File: src/rtl/core/wildcard_byte_pattern_scanner_defines.svh
// assertion macros shared by the scanner rtl
`ifndef WILDCARD_BYTE_PATTERN_SCANNER_DEFINES_SVH
`define WILDCARD_BYTE_PATTERN_SCANNER_DEFINES_SVH

// same-cycle implication, checked outside reset
`define WBPS_ASSERT_NOW(label, clk, rst, ante, cons) \
   label: assert property (@(posedge clk) disable iff (rst) (ante) |-> (cons)) \
      else $error("scanner check failed");

// next-cycle implication, checked outside reset
`define WBPS_ASSERT_NEXT(label, clk, rst, ante, cons) \
   label: assert property (@(posedge clk) disable iff (rst) (ante) |=> (cons)) \
      else $error("scanner check failed");

`endif

File: src/rtl/core/wbps_pkg.sv
// types, constants and register codes of the byte pattern scanner
package wbps_pkg;

   localparam int DEF_MAX_PATTERN = 16;
   localparam int PATTERN_BYTES   = 16;
   localparam int ADDR_W          = 48;
   localparam int LEN_W           = 5;
   localparam int CSR_DATA_W      = 64;
   localparam int CSR_ADDR_W      = 5;

   // register index, taken from the address in units of eight bytes
   typedef enum logic [1:0] {
      REG_PATTERN_LOW  = 2'd0,
      REG_PATTERN_HIGH = 2'd1,
      REG_WILDCARD     = 2'd2,
      REG_LENGTH       = 2'd3
   } reg_index_type;

   typedef struct packed {
      logic [7:0]        data_byte;
      logic [ADDR_W-1:0] byte_address;
      logic              region_start;
      logic              scan_start;
   } req_type;

   typedef struct packed {
      logic              hit;
      logic [ADDR_W-1:0] match_address;
      logic              found;
   } rsp_type;

   // pattern set-up as stored by the register block
   typedef struct packed {
      logic [8*PATTERN_BYTES-1:0] pattern;
      logic [PATTERN_BYTES-1:0]   wild_mask;
      logic [LEN_W-1:0]           length;
   } cfg_type;

   // compare outcome for the byte being accepted
   typedef struct packed {
      logic             match;
      logic [LEN_W-1:0] length;
   } match_info_type;

endpackage

File: src/rtl/core/wildcard_byte_pattern_scanner.sv
// Byte pattern scanner: one memory byte with its address per request, compared against a
// pattern of up to 16 bytes with per-byte wildcards. Every request yields exactly one
// response, in the cycle after acceptance; a request can be accepted every cycle,
// including while a response waits, as long as the response register is free or drains in
// that cycle. The rate of one byte per clock is set by the single compare pass: the window
// shift, 16 byte compares and the match address subtract all sit between the window
// registers and the response register. Only the first match of a scan raises hit, with
// the address of the first matched byte; found stays set until a request with scan_start.
// A request with region_start empties the window before its byte enters, so matches never
// cross regions. Registers sit at byte addresses 0, 8, 16 and 24 (pattern bytes 0..7,
// pattern bytes 8..15, wildcard mask, length) and should be written only while idle.
`include "wildcard_byte_pattern_scanner_defines.svh"

module wildcard_byte_pattern_scanner #(
   parameter int MAX_PATTERN = wbps_pkg::DEF_MAX_PATTERN
) (
   input  logic                              clock,
   input  logic                              reset,
   input  logic                              req_valid,
   output logic                              req_ready,
   input  wbps_pkg::req_type                 req_data,
   output logic                              rsp_valid,
   input  logic                              rsp_ready,
   output wbps_pkg::rsp_type                 rsp_data,
   input  logic                              csr_psel,
   input  logic                              csr_penable,
   input  logic                              csr_pwrite,
   input  logic [wbps_pkg::CSR_ADDR_W-1:0]   csr_paddr,
   input  logic [wbps_pkg::CSR_DATA_W-1:0]   csr_pwdata,
   output logic [wbps_pkg::CSR_DATA_W-1:0]   csr_prdata,
   output logic                              csr_pready
);
   import wbps_pkg::*;

   cfg_type        cfg;
   match_info_type info;
   logic           accept;
   logic           found_ff;
   logic           found_in;
   logic           hit_in;
   logic           rsp_valid_ff;
   rsp_type        rsp_data_ff;
   rsp_type        rsp_data_in;

   wbps_csr u_csr (
      .clock       (clock),
      .reset       (reset),
      .csr_psel    (csr_psel),
      .csr_penable (csr_penable),
      .csr_pwrite  (csr_pwrite),
      .csr_paddr   (csr_paddr),
      .csr_pwdata  (csr_pwdata),
      .csr_prdata  (csr_prdata),
      .csr_pready  (csr_pready),
      .cfg         (cfg)
   );

   wbps_match #(
      .MAX_PATTERN (MAX_PATTERN)
   ) u_match (
      .clock   (clock),
      .reset   (reset),
      .advance (accept),
      .req     (req_data),
      .cfg     (cfg),
      .info    (info)
   );

   // request taken when the response register is free or drains now
   assign req_ready = !rsp_valid_ff || rsp_ready;
   assign accept    = req_valid && req_ready;

   // first match of the scan only
   always_comb begin
      hit_in   = info.match && (!found_ff || req_data.scan_start);
      found_in = hit_in || (found_ff && !req_data.scan_start);
      rsp_data_in.hit   = hit_in;
      rsp_data_in.found = found_in;
      if (hit_in) begin
         rsp_data_in.match_address = req_data.byte_address -
                                     ADDR_W'(info.length - LEN_W'(1));
      end else begin
         rsp_data_in.match_address = '0;
      end
   end

   // found flag
   always_ff @(posedge clock) begin
      if (reset) begin
         found_ff <= 1'b0;
      end else if (accept) begin
         found_ff <= found_in;
      end
   end

   // response register
   always_ff @(posedge clock) begin
      if (reset) begin
         rsp_valid_ff <= 1'b0;
      end else if (accept) begin
         rsp_valid_ff <= 1'b1;
      end else if (rsp_ready) begin
         rsp_valid_ff <= 1'b0;
      end
   end

   always_ff @(posedge clock) begin
      if (accept) begin
         rsp_data_ff <= rsp_data_in;
      end
   end

   assign rsp_valid = rsp_valid_ff;
   assign rsp_data  = rsp_data_ff;

   // checks
   `WBPS_ASSERT_NOW(a_hit_sets_found, clock, reset, rsp_valid_ff && rsp_data_ff.hit, rsp_data_ff.found)
   `WBPS_ASSERT_NOW(a_addr_zero_no_hit, clock, reset, rsp_valid_ff && !rsp_data_ff.hit, rsp_data_ff.match_address == '0)
   `WBPS_ASSERT_NEXT(a_found_sticky, clock, reset, accept && found_ff && !req_data.scan_start, found_ff)
   `WBPS_ASSERT_NOW(a_hit_only_first, clock, reset, accept && hit_in, !found_ff || req_data.scan_start)

endmodule

File: src/rtl/core/wbps_csr.sv
// register block: pattern, wildcard mask and length behind the apb port
module wbps_csr (
   input  logic                              clock,
   input  logic                              reset,
   input  logic                              csr_psel,
   input  logic                              csr_penable,
   input  logic                              csr_pwrite,
   input  logic [wbps_pkg::CSR_ADDR_W-1:0]   csr_paddr,
   input  logic [wbps_pkg::CSR_DATA_W-1:0]   csr_pwdata,
   output logic [wbps_pkg::CSR_DATA_W-1:0]   csr_prdata,
   output logic                              csr_pready,
   output wbps_pkg::cfg_type                 cfg
);
   import wbps_pkg::*;

   logic [63:0]              pat_low_ff;
   logic [63:0]              pat_high_ff;
   logic [PATTERN_BYTES-1:0] wild_ff;
   logic [LEN_W-1:0]         len_ff;
   reg_index_type            index;
   logic                     wr_en;

   assign index      = reg_index_type'(csr_paddr[CSR_ADDR_W-1:3]);
   assign wr_en      = csr_psel && csr_penable && csr_pwrite && csr_pready;
   assign csr_pready = 1'b1;

   // register writes on the access phase
   always_ff @(posedge clock) begin
      if (reset) begin
         pat_low_ff  <= '0;
         pat_high_ff <= '0;
         wild_ff     <= '0;
         len_ff      <= LEN_W'(1);
      end else if (wr_en) begin
         case (index)
            REG_PATTERN_LOW:  pat_low_ff  <= csr_pwdata[63:0];
            REG_PATTERN_HIGH: pat_high_ff <= csr_pwdata[63:0];
            REG_WILDCARD:     wild_ff     <= csr_pwdata[PATTERN_BYTES-1:0];
            REG_LENGTH:       len_ff      <= csr_pwdata[LEN_W-1:0];
            default: begin
            end
         endcase
      end
   end

   // read back
   always_comb begin
      case (index)
         REG_PATTERN_LOW:  csr_prdata = CSR_DATA_W'(pat_low_ff);
         REG_PATTERN_HIGH: csr_prdata = CSR_DATA_W'(pat_high_ff);
         REG_WILDCARD:     csr_prdata = CSR_DATA_W'(wild_ff);
         REG_LENGTH:       csr_prdata = CSR_DATA_W'(len_ff);
         default:          csr_prdata = '0;
      endcase
   end

   assign cfg.pattern   = {pat_high_ff, pat_low_ff};
   assign cfg.wild_mask = wild_ff;
   assign cfg.length    = len_ff;

endmodule

File: src/rtl/core/wbps_match.sv
// sliding byte window with fill count and parallel wildcard compare
module wbps_match #(
   parameter int MAX_PATTERN = wbps_pkg::DEF_MAX_PATTERN
) (
   input  logic                     clock,
   input  logic                     reset,
   input  logic                     advance,
   input  wbps_pkg::req_type        req,
   input  wbps_pkg::cfg_type        cfg,
   output wbps_pkg::match_info_type info
);
   import wbps_pkg::*;

   localparam int WIN_DEPTH = (MAX_PATTERN < PATTERN_BYTES) ? MAX_PATTERN : PATTERN_BYTES;
   localparam int IDX_W     = (WIN_DEPTH > 1) ? $clog2(WIN_DEPTH) : 1;
   localparam logic [LEN_W-1:0] CAP = LEN_W'(WIN_DEPTH);

   logic [7:0]       window_ff [WIN_DEPTH];
   logic [7:0]       window_in [WIN_DEPTH];
   logic [LEN_W-1:0] fill_ff;
   logic [LEN_W-1:0] fill_in;
   logic [LEN_W-1:0] fill_base;
   logic [LEN_W-1:0] len;
   logic [WIN_DEPTH-1:0] pos_ok;

   // effective length: zero acts as one, clamp to window depth
   always_comb begin
      if (cfg.length == '0) begin
         len = LEN_W'(1);
      end else if (cfg.length > CAP) begin
         len = CAP;
      end else begin
         len = cfg.length;
      end
   end

   // window after this byte goes in, newest byte at entry 0
   always_comb begin
      for (int k = 0; k < WIN_DEPTH; k++) begin
         if (k == 0) begin
            window_in[k] = req.data_byte;
         end else begin
            window_in[k] = window_ff[k-1];
         end
      end
   end

   // fill count, emptied on a new region and saturating at the depth
   always_comb begin
      fill_base = req.region_start ? '0 : fill_ff;
      fill_in   = (fill_base < CAP) ? fill_base + LEN_W'(1) : fill_base;
   end

   // per pattern position: unused, wildcard or equal byte
   always_comb begin
      logic [LEN_W-1:0] sel;
      for (int j = 0; j < WIN_DEPTH; j++) begin
         sel       = len - LEN_W'(1) - LEN_W'(j);
         pos_ok[j] = (LEN_W'(j) >= len) || cfg.wild_mask[j] ||
                     (window_in[sel[IDX_W-1:0]] == cfg.pattern[8*j +: 8]);
      end
   end

   assign info.match  = (fill_in >= len) && (&pos_ok);
   assign info.length = len;

   // window shift
   always_ff @(posedge clock) begin
      if (advance) begin
         for (int k = 0; k < WIN_DEPTH; k++) begin
            window_ff[k] <= window_in[k];
         end
      end
   end

   // fill count
   always_ff @(posedge clock) begin
      if (reset) begin
         fill_ff <= '0;
      end else if (advance) begin
         fill_ff <= fill_in;
      end
   end

endmodule
File: config.mk
export PLATFORM = sky130hd
export DESIGN_NAME = wildcard_byte_pattern_scanner
export DESIGN_NICKNAME = d
export VERILOG_FILES = /design/src/rtl/core/wbps_pkg.sv /design/src/rtl/core/wildcard_byte_pattern_scanner.sv /design/src/rtl/core/wbps_csr.sv /design/src/rtl/core/wbps_match.sv
export VERILOG_INCLUDE_DIRS = /design/src /design/src/rtl/core
export SDC_FILE = /design/constraint.sdc
export NUM_CORES = 1
export LEC_CHECK = 0
export ABC_CLOCK_PERIOD_IN_PS = 7350
export BUFFER_PORTS_ARGS = -buffer_cell sky130_fd_sc_hd__buf_4
export CAP_MARGIN = 20
export CORE_AREA = 2 2 247 249
export CTS_CLUSTER_SIZE = 12
export DETAILED_ROUTE_END_ITERATION = 7
export DIE_AREA = 0 0 249 251
export PLACE_DENSITY_LB_ADDON = 0.05
export SLEW_MARGIN = 20
export SYNTH_ARGS = -nofsm -noshare
export SYNTH_HDL_FRONTEND = slang
export SYNTH_SLANG_ARGS = --single-unit
File: constraint.sdc
create_clock -name clock -period 7.35 [get_ports clock]
set_input_delay 0.3675 -clock clock [delete_from_list [all_inputs] [get_ports clock]]
set_output_delay 0.3675 -clock clock [all_outputs]
set_load 0.03 [all_outputs]
Word-level counts from Yosys, hierarchy flattened
Memory sizes are Yosys's and may differ from the RTL's.
Index checks and enable logic that the tools add are counted.
- bits in read-only memories: 0
- input port bits: 134
- latch bits: 0
- register bits: 206
- bits in writable memories: 128
- output and inout bits: 117
- logic and storage cells: 209
- memories: 1
- memories (memory ; depth ; width ; rd ports ; clocked after memory_dff ; write ports ; line ; RTL):
    u_match.window_ff ; 16 ; 8 ; 15 ; 0 ; 16 ; wbps_match.sv:18 ; logic [7:0] window_ff [WIN_DEPTH];
- shifts and indexed selects: 0
- order comparisons: 35
- $mul: 0
- eq/ne operators: 19
- bitwise logic cells: 16
- mux-type cells: 57
- add/sub/neg operators: 19
- reductions and logical operators: 52
- divide/modulo/power cells: 0
- operator list (operator ; count):
    $bmux 8 s4 ; 16
    $mux 8 ; 32
    $pmux 64 s4 ; 1
    $eq 8x8->1 ; 16
    $ge 5x5->1 const B ; 16
    $not 4->5 ; 16
    $sub 48x48->48 ; 1
    $ge 4x5->1 const A ; 8
    $logic_or 1x1->1 ; 35
    $sub 4x4->4 const B ; 8
    $ge 3x5->1 const A ; 4
    $mux 5 ; 4
    $reduce_and 16->1 ; 1
    $sub 4x3->4 const B ; 4
    $ge 1x5->1 const A ; 2
    $ge 2x5->1 const A ; 2
    $reduce_and 2->1 ; 4
    $sub 4x1->4 const B ; 2
    $sub 4x2->4 const B ; 2
    $logic_and 1x1->1 ; 6
    $sub 5x1->6 const B ; 1
    $add 5x1->5 const B ; 1
    $ge 5x5->1 ; 1
    $gt 5x5->1 const B ; 1
    8 further kinds ; 14

Longest topological paths before layout
Gate-level depths: netlist of run 1.
- depth in word-level cells: 15
- gate-level depth with buffers: 26
- depth with buffers taken out: 19

Cells and area by module
Synthesis of run 1 repeated with hierarchy kept, for this count alone.
- cell total of the unflattened synthesis: 2416
- area, all modules: 24836.3 um2
- by module, submodules not included (module ; cells an instance ; area each (um2) ; instances):
    wbps_match ; 1190 ; 13026.2 ; 1
    wbps_csr ; 711 ; 7213.2 ; 1
    wildcard_byte_pattern_scanner ; 515 ; 4596.9 ; 1

Worst setup path before layout of run 1
OpenSTA, ideal clock, no wires.
- path type: reg-to-reg
- from: register rsp_valid_ff (netlist: rsp_valid)
- to: register u_match.fill_ff[1]
- cell stages (with the launch flop): 6
- path slack: 0.924 ns
- arrival time: 6.292 ns
- clock period less this slack: 6.426 ns
- library setup time: 0.133 ns
- path through: dfxtp_1 > nand2b_1 > and2_1 > clkbuf_1 > mux2i_1 > nor2_1
- longest elaborated chain between the ends: 3
- ends and longest elaborated chain (element ; line ; RTL):
    start: declaration ; wildcard_byte_pattern_scanner.sv:41 ; logic rsp_valid_ff;
    start signal: assignment ; wildcard_byte_pattern_scanner.sv:99 ; rsp_valid_ff <= 1'b0;
    start signal: assignment ; wildcard_byte_pattern_scanner.sv:101 ; rsp_valid_ff <= 1'b1;
    start signal: assignment ; wildcard_byte_pattern_scanner.sv:103 ; rsp_valid_ff <= 1'b0;
    $logic_not 1->1 ; wildcard_byte_pattern_scanner.sv:70 ; assign req_ready = !rsp_valid_ff || rsp_ready;
    $logic_or 1x1->1 ; wildcard_byte_pattern_scanner.sv:70 ;
    named net req_ready ; wildcard_byte_pattern_scanner.sv:20 ; output logic req_ready,
    $logic_and 1x1->1 ; wildcard_byte_pattern_scanner.sv:71 ; assign accept = req_valid && req_ready;
    named net accept ; wildcard_byte_pattern_scanner.sv:37 ; logic accept;
    end signal: assignment ; wbps_match.sv:81 ; fill_ff <= fill_in;
    end: declaration ; wbps_match.sv:20 ; logic [LEN_W-1:0] fill_ff;
The timed path passes the listed nets, and every way through them passes these cells.
A chain may end at the register's enable or synchronous reset.

Final worst setup path of run 1
- from: register u_csr.len_ff[4]
- to: register rsp_data_ff (netlist bit rsp_data[41]) (data pin)
- longest elaborated chain between the ends: 14
- elaborated cells on any way between the ends: 154
- classes of those cells: add/sub (18); order compare (18); eq/ne (16); mux (50); bitwise (16); reduce/logical (36)
- ends and longest elaborated chain (element ; line ; RTL):
    start: declaration ; wbps_csr.sv:19 ; logic [LEN_W-1:0] len_ff;
    start signal: assignment ; wbps_csr.sv:39 ; REG_LENGTH: len_ff <= csr_pwdata[LEN_W-1:0];
    $gt 5x5->1 ; wbps_match.sv:30 ; end else if (cfg.length > CAP) begin
    $mux 5 ; wbps_match.sv:30 ;
    $mux 5 (*) ; wbps_match.sv:28 ; if (cfg.length == '0) begin
    $sub 4x1->4 ; wbps_match.sv:58 ; sel = len - LEN_W'(1) - LEN_W'(j);
    $sub 4x1->4, or another cell as far along ; wbps_match.sv:58 ;
    $not 4->5 (not written as such) ; wbps_match.sv:60 ; (window_in[sel[IDX_W-1:0]] == cfg.pattern[8*j +: 8]);
    $bmux 8 s4 ; wbps_match.sv:60 ;
    $mux 8 (not written as such) (2 in series) ; wbps_match.sv:60 ;
    $eq 8x8->1 ; wbps_match.sv:60 ;
    $logic_or 1x1->1 ; wbps_match.sv:59 ; pos_ok[j] = (LEN_W'(j) >= len) || cfg.wild_mask[j] ||
    $reduce_and 16->1 ; wbps_match.sv:64 ; assign info.match = (fill_in >= len) && (&pos_ok);
    $logic_and 1x1->1 ; wbps_match.sv:64 ;
    $logic_and 1x1->1 ; wildcard_byte_pattern_scanner.sv:75 ; hit_in = info.match && (!found_ff || req_data.scan_start);
    end signal: assignment ; wildcard_byte_pattern_scanner.sv:109 ; rsp_data_ff <= rsp_data_in;
    end: declaration ; wildcard_byte_pattern_scanner.sv:42 ; rsp_type rsp_data_ff;
Mark *: on every way between the ends. The rest lies on a longest branch, timed or not. The select of a mux whose other input is x is not followed.

==> metrics.yaml, run 1 <==
status: "finished clean"
seq_area_mm2: 0.008228
crit_fanout: 50
avgViaCountPerCell: 6.055
ys_async_sr_fraction_pct: 0
drt_wl_total_um: 83680
io_buffers: 246
synth.area.mux_share_pct: 28.92
combinationalPowerShare_pct: 18.2
initial_core_util_pct: 39.54
max_freq_ghz: 0.1520
maxCapViolCount: 0
globalplace.congestion: 0.9202
via_count: 19425
cts_resized: 0
ios: 251
grt_usage_pct: 26.29
cp-end-kind: "register"
required_ns: 7.75
skew_ns: 0.01863
critPathKind: "register to register"
switchingPower_w: 0.001470
critical_path_arrival_ns: 6.98
rsz0062_at_grt: "false"
grt_max_degree: 90
synth_cells: 2223
core_area_mm2: 0.05979
netlist_area_mm2: 0.02364
grt.met3_usage_pct: 4.390
synth_simple_gate_area_share_pct: 13.28
multi_input_area_mm2: 0.01473
diodes: 0
final-max-slew-violation-count: 0
clkTransAtPathRegs_ns: 0.06
grt_busiest_layer: "met2"
wl_per_cell_um: 26.08
cts_root_buf: "clkbuf_16"
synth_top_family_by_area: "multiplexers"
area_growth_pct: 16.85
yosysSeqAreaShare_pct: 34.80
synthAdderAreaFrac_pct: 3.630
synth_compound_area_share_pct: 9.685
p_leak_nw: 10.32
num-nets-final: 2597
fp.dieArea_mm2: 0.06250
period_needed_ns: 6.578
synth_ff_type: "edfxtp_1"
synthXorXnorAreaFrac_pct: 6.509
ys_seq_elements: 326
p_int_w: 0.003742
nFillCells: 5559
ant_nets: 0
drc_errors: 0
dp_hpwl_um: 61770
swShare_pct: 28.21
ctsHoldBuffers: 1
gr-usage-met1_pct: 38.20
firstDrtPassIters: 5
grt_pass1_wl_um: 123400
fin_ws_ns: 0.7722
synth_area_per_cell_um2: 10.64
drive_gt1_share_pct: 25.93
ys_warn_count: 0
dp_slack_ns: 0.8429
cts.sink_count: 326
power_density_mw_per_mm2: 188.7
layout_worst_path_cycle_share_pct: 89.49
dieWidth_um: 249
finalSetupViolCount: 0
antenna_found_initial: 0
cts_made_buffers: 42
synth_edf_count: 170
synth_cell_types: 71
cts_tree: "built"
clkLatencyLatePin_ns: 0.58
postCtsSetupRepairBufs: 0
grt_pass1_vias: 18159
hold_viol: 0
syn-num-nets: 2425
overflow: 0
cts_buffer_depth: 3
met2_usage_pct: 41.34
worstSetupStartpointType: "register"
die_h_um: 251
tns_ns: 0
cts_max_level: 2
ir_drop_v: 0.0001664
hp-class: "primary input to register"
first_iter_violations: 1714
sequentialPowerShare_pct: 39.8
relSlewSlack_pct: 28.64
rows: 90
tightest_slew_ns: 1.070
p_clk_share_pct: 42.0
[logic make-up (layout without fill, tap and decap cells)]
logic type	count (synthesis)	count (layout)
AOI/OAI and AO/OA	386	386
xor gates and xnor gates	174	174
adders and majority gates	68	68
buffers and inverters	182	385
DFF	326	326
muxes	380	380
other	1	1
and+or+nand+nor	706	706
[cell type report]
| cell class | instances | share of cell area (%) |
|---|---|---|
| clock buffer | 61 | 4.819 |
| clock inverter | 14 | 0.4891 |
| inverter | 29 | 0.4031 |
| multi-input combinational | 1715 | 53.32 |
| sequential | 326 | 29.78 |
| tap | 782 | 3.542 |
| timing repair buffer | 281 | 7.645 |
[layer usage]
metal | wire length [µm] | vias up
li1 | - | 8727
met1 | 37230 | 9830
met2 | 38630 | 768
met3 | 6184 | 100
met4 | 1634 | 0
met5 | 0 | -
[cell usage after synthesis, drive strengths merged, types with 8 or more instances]
| library cell | number | share of area, % |
|---|---|---|
| nand2b | 16 | 0.42 |
| clkbuf | 98 | 1.6 |
| xor2 | 116 | 4.3 |
| and3 | 26 | 0.69 |
| nor3 | 59 | 1.3 |
| a21oi | 210 | 4.4 |
| nor4 | 25 | 0.71 |
| o21bai | 8 | 0.25 |
| o21ai | 43 | 0.91 |
| mux4 | 242 | 23 |
| edfxtp | 170 | 22 |
| mux2i | 134 | 5.7 |
| nand2 | 406 | 6.4 |
| buf | 55 | 1.1 |
| a21o | 31 | 0.98 |
| dfxtp | 156 | 13 |
| ha | 67 | 3.5 |
| nand4 | 13 | 0.37 |
| a31oi | 30 | 0.79 |
| nor2 | 97 | 1.6 |
| nand3 | 19 | 0.40 |
| xnor2 | 58 | 2.2 |
| inv | 28 | 0.44 |
| nor2b | 18 | 0.48 |
[placed cells by master, fill, tap and decap left out, drive strengths merged, types with 8 or more instances in the layout]
cell    instances
nand2         406
buf           280
mux4          242
a21oi         210
edfxtp        170
dfxtp         156
mux2i         134
xor2          116
nor2           97
ha             67
clkbuf         61
nor3           59
xnor2          58
o21ai          43
a21o           31
inv            31
a31oi          30
and3           26
nor4           25
nand3          19
nor2b          18
nand2b         16
nand4          13
clkinv         10
o21bai          8
[power by group through the flow]
| stage | Sequential, W | Combinational [W] | Clock [W] |
|---|---|---|---|
| after global placement | 0.00211 | 0.000931 | 0 |
| after CTS | 0.00207 | 0.000943 | 0.00223 |
| after floorplan | 0.00212 | 0.000604 | 0 |
| after global routing | 0.00208 | 0.00101 | 0.00230 |
| after detailed placement | 0.00211 | 0.000940 | 0 |
| final | 0.00208 | 0.000949 | 0.00219 |
[sequential cells by signal, summed over array words and instances, names as in the netlist]
register           cells
u_match.window_ff    120
u_csr.pat_high_ff     64
u_csr.pat_low_ff      64
rsp_data              50
u_csr.wild_ff         16
u_csr.len_ff           5
u_match.fill_ff        5
found_ff               1
rsp_valid              1
[through the flow]
stage	cells	hold WS (ns)	area [µm²]	total power [W]	util (%)
4_1_cts	3208	0.001827	27620	0.005245	46.18
5_1_grt	3208	0.01455	27630	0.005392	46.20
6_report	3208	0.02643	27630	0.005212	46.20
3_3_place_gp	3132	0.4676	26140	0.003039	43.71
3_5_place_dp	3132	0.4622	26140	0.003052	43.71
2_1_floorplan	2223	0.4415	23640	0.002721	-
[worst max-delay path, stage by stage, from the launching register on]
cell,delay [ns]
dfxtp_1,0.66
nor2_1,0.23
a21o_4,0.34
ha_1,0.69
clkinv_1,0.51
buf_4,0.44
mux4_2,0.45
mux4_2,0.54
xor2_1,0.16
nor4_1,0.61
a211oi_1,0.18
nor4_1,0.42
o2111a_1,0.29
nand4_2,0.13
buf_4,0.37
nor4_2,0.32
[worst paths after layout]
path                                start                                end  slack (ns)  depth (start not counted)
max          u_csr.len_ff[4]$_SDFFE_PP0P_         rsp_data[41]$_SDFFCE_PN0P_        0.77                         15
min                          req_data[50]  u_match.window_ff[0][0]$_DFFE_PP_        0.03                          1
max reg2reg  u_csr.len_ff[4]$_SDFFE_PP0P_         rsp_data[41]$_SDFFCE_PN0P_        0.77                         15
min reg2reg         found_ff$_SDFFE_PP0P_              found_ff$_SDFFE_PP0P_        0.48                          2
No activity file was read; power rests on OpenSTA's default activity.
==> run 2: changes to the inputs <==
--- a/config.mk
+++ b/config.mk
@@ -9,10 +9,10 @@
 export ABC_CLOCK_PERIOD_IN_PS = 7350
 export BUFFER_PORTS_ARGS = -buffer_cell sky130_fd_sc_hd__buf_4
 export CAP_MARGIN = 20
-export CORE_AREA = 2 2 247 249
+export CORE_AREA = 2 2 202 204
 export CTS_CLUSTER_SIZE = 12
 export DETAILED_ROUTE_END_ITERATION = 7
-export DIE_AREA = 0 0 249 251
+export DIE_AREA = 0 0 204 206
 export PLACE_DENSITY_LB_ADDON = 0.05
 export SLEW_MARGIN = 20
 export SYNTH_ARGS = -nofsm -noshare
==> metrics.yaml, run 2 (synthesis gave the netlist of run 1 again) <==
io_buffers: 246  # unchanged
status: "finished clean"  # unchanged
hold_depth: 1  # unchanged
drc_errors: 0  # unchanged
p_clk_share_pct: 38.3  # was 42.0%
fin_cells: 2955  # was 3208
r2r_setup_slack_ns: 0.73  # was 0.77 ns
total_power_w: 0.004895  # was 0.005212 W
skew_ns: 0.02661  # was 0.01863 ns
drive_gt1_share_pct: 25.51  # was 25.93%
switchingPower_w: 0.001416  # was 0.001470 W
reg2reg_depth: 19  # was 15
place_area_mm2: 0.02584  # was 0.02614 mm²
ios: 251  # unchanged
required_ns: 7.76  # was 7.75 ns
cts.sink_count: 326  # unchanged
p_int_w: 0.003480  # was 0.003742 W
via_count: 19970  # was 19.43k
tns_ns: 0  # unchanged
drt_wl_total_um: 76610  # was 83680 µm
overflow: 0  # unchanged
reg_top3: "u_match.window_ff x120, u_csr.pat_high_ff x64, u_csr.pat_low_ff x64"  # unchanged
cp-end-kind: "register"  # unchanged
max_freq_ghz: 0.1511  # was 0.1520 GHz
initial_core_util_pct: 58.84  # was 39.54%
die_h_um: 206  # was 251 µm
grt_pass1_wl_um: 114800  # was 123400 µm
worstSetupStartpointType: "register"  # unchanged
critPathKind: "register to register"  # unchanged
cts_buffer_depth: 3  # unchanged
crit_fanout: 32  # was 50
dp_hpwl_um: 55720  # was 61770 µm
min_to: "u_match.window_ff[0][7]$_DFFE_PP_"  # was u_match.window_ff[0][0]$_DFFE_PP_
regMostFlops: "u_match.window_ff"  # unchanged
rows: 74  # was 90
cts_resized: 0  # unchanged
period_needed_ns: 6.617  # was 6.578 ns
combinationalPowerShare_pct: 19.3  # was 18.2%
ant_nets: 0  # unchanged
rr_startpoint: "u_csr.len_ff[4]$_SDFFE_PP0P_"  # unchanged
diodes: 0  # unchanged
grt_usage_pct: 36.34  # was 26.29%
hp-class: "primary input to register"  # unchanged
cts_max_level: 2  # unchanged
antenna_found_initial: 0  # unchanged
final-max-slew-violation-count: 0  # unchanged
swShare_pct: 28.92  # was 28.21%
sequentialPowerShare_pct: 42.4  # was 39.8%
p_leak_nw: 10.21  # was 10.32 nW
regToRegEndpoint: "rsp_data[43]$_SDFFCE_PN0P_"  # was rsp_data[41]$_SDFFCE_PN0P_
finalSetupViolCount: 0  # unchanged
globalplace.congestion: 0.9994  # was 0.9202
final_cell_mix: "nand2_1, buf_4, mux4_2"  # unchanged
clkLatencyLatePin_ns: 0.58  # about the same
place_inst: 2882  # was 3132
ir_drop_v: 0.0001605  # was 0.0001664 V
relSlewSlack_pct: 35.30  # was 28.64%
critical_path_arrival_ns: 7.03  # was 6.98 ns
rsz0062_at_grt: "false"  # unchanged
power_density_mw_per_mm2: 180.7  # was 188.7 mW/mm²
layout_worst_path_cycle_share_pct: 90.03  # was 89.49%
largest_reg_flops: 120  # unchanged
hold_viol: 0  # unchanged
clkTransAtPathRegs_ns: 0.07  # was 0.06 ns
wl_per_cell_um: 25.93  # was 26.08 µm
cts_root_buf: "clkbuf_16"  # unchanged
tightest_slew_ns: 0.9706  # was 1.070 ns
final_common_cell: "nand2_1"  # unchanged
first_iter_violations: 2494  # was 1714
fp.dieArea_mm2: 0.04202  # was 0.06250 mm²
firstDrtPassIters: 6  # was 5
cts_made_buffers: 38  # was 42
grt_pass1_vias: 18328  # was 18.16k
hold_path.startpoint: "req_data[57]"  # was req_data[50]
num-nets-final: 2597  # unchanged
finalInstanceArea_mm2: 0.02710  # was 0.02763 mm²
area_growth_pct: 14.61  # was 16.85%
dieWidth_um: 204  # was 249 µm
avgViaCountPerCell: 6.758  # was 6.055
cts_tree: "built"  # unchanged
maxCapViolCount: 0  # unchanged
grt_max_degree: 144  # was 90
core_area_mm2: 0.04018  # was 0.05979 mm²
[run 2: changes by cell type in the layout (fill, tap and decap cells not counted), sizes merged]
cell         previous run  this run
clkinvlp                0         1
clkinv                 10        15
clkbuf                 61        48
dlygate4sd3             1         5
[run 2: worst max path at each step]
stage,start,slack [ns],endpoint
3_3_place_gp,u_csr.len_ff[0]$_SDFFE_PP1P_,1.08,rsp_data[37]$_SDFFCE_PN0P_
3_5_place_dp,u_csr.len_ff[0]$_SDFFE_PP1P_,0.92,rsp_data[37]$_SDFFCE_PN0P_
5_1_grt,u_csr.len_ff[4]$_SDFFE_PP0P_,0.32,rsp_data[43]$_SDFFCE_PN0P_
6_report,u_csr.len_ff[4]$_SDFFE_PP0P_,0.73,rsp_data[43]$_SDFFCE_PN0P_
4_1_cts,u_csr.len_ff[0]$_SDFFE_PP1P_,0.88,rsp_data[37]$_SDFFCE_PN0P_
2_1_floorplan,rsp_valid$_SDFFE_PP0P_,0.92,u_match.fill_ff[1]$_SDFFE_PP0P_
[run 2: layer usage]
metal | vias to the layer above | part of all wire [%] | GRT usage [%] | wire length (µm)
li1 | 8715 | - | - | -
met2 | 1193 | 45 | 54.94 | 34510
met3 | 131 | 12 | 7.537 | 8933
met4 | 0 | 3.2 | 11.54 | 2440
met5 | - | 0 | 0 | 0
met1 | 9931 | 40 | 52.82 | 30730
[run 2: through the flow]
step | setup slack, ns | hold WS (ns) | util [%]
floorplan | 0.9243 | 0.4415 | -
global placement | 1.084 | 0.4672 | 64.31
detailed placement | 0.9152 | 0.4733 | 64.31
CTS | 0.8817 | 0.008425 | 67.42
global route | 0.3223 | 0.02513 | 67.43
finish | 0.7327 | 0.02374 | 67.43
[run 2: cell type report]
type	count	area [µm²]
timing repair buffer	285	2181
sequential	326	8228
fill	3113	13090
clock inverter	20	170.2
clock buffer	48	1030
inverter	29	111.4
multi-input combinational	1715	14710
tap	532	665.6
[run 2: power groups by stage]
stage          sequential (W)  combinational [W]  clock, W
2_1_floorplan         0.00212           0.000604         0
3_3_place_gp          0.00210           0.000906         0
3_5_place_dp          0.00211           0.000924         0
4_1_cts               0.00207           0.000929   0.00189
5_1_grt               0.00208           0.000999   0.00196
6_report              0.00207           0.000945   0.00188
[run 2: timing repair]
action / in CTS / in global routing
hold buffers: 5 / 0
hold endpoints to repair: 5 / 0
buffers inserted: 0 / 0
[run 2: worst max-delay path: stages (launching register included)]
cell and delay [ns]:
dfxtp_1 0.40, buf_4 0.21, inv_1 0.35, nand2_1 0.31, ha_1 0.41, o211ai_1 0.28, nand3_2 0.39, buf_4 0.40
ha_1 0.46, a21boi_0 0.19, o21ai_0 0.10, nand2b_1 0.15, a311o_1 0.18, o21ai_0 0.12, a2111oi_1 0.89, nor3_1 0.23
o31ai_1 0.63, a2111oi_0 0.22, a311o_1 0.37, nor3_1 0.15
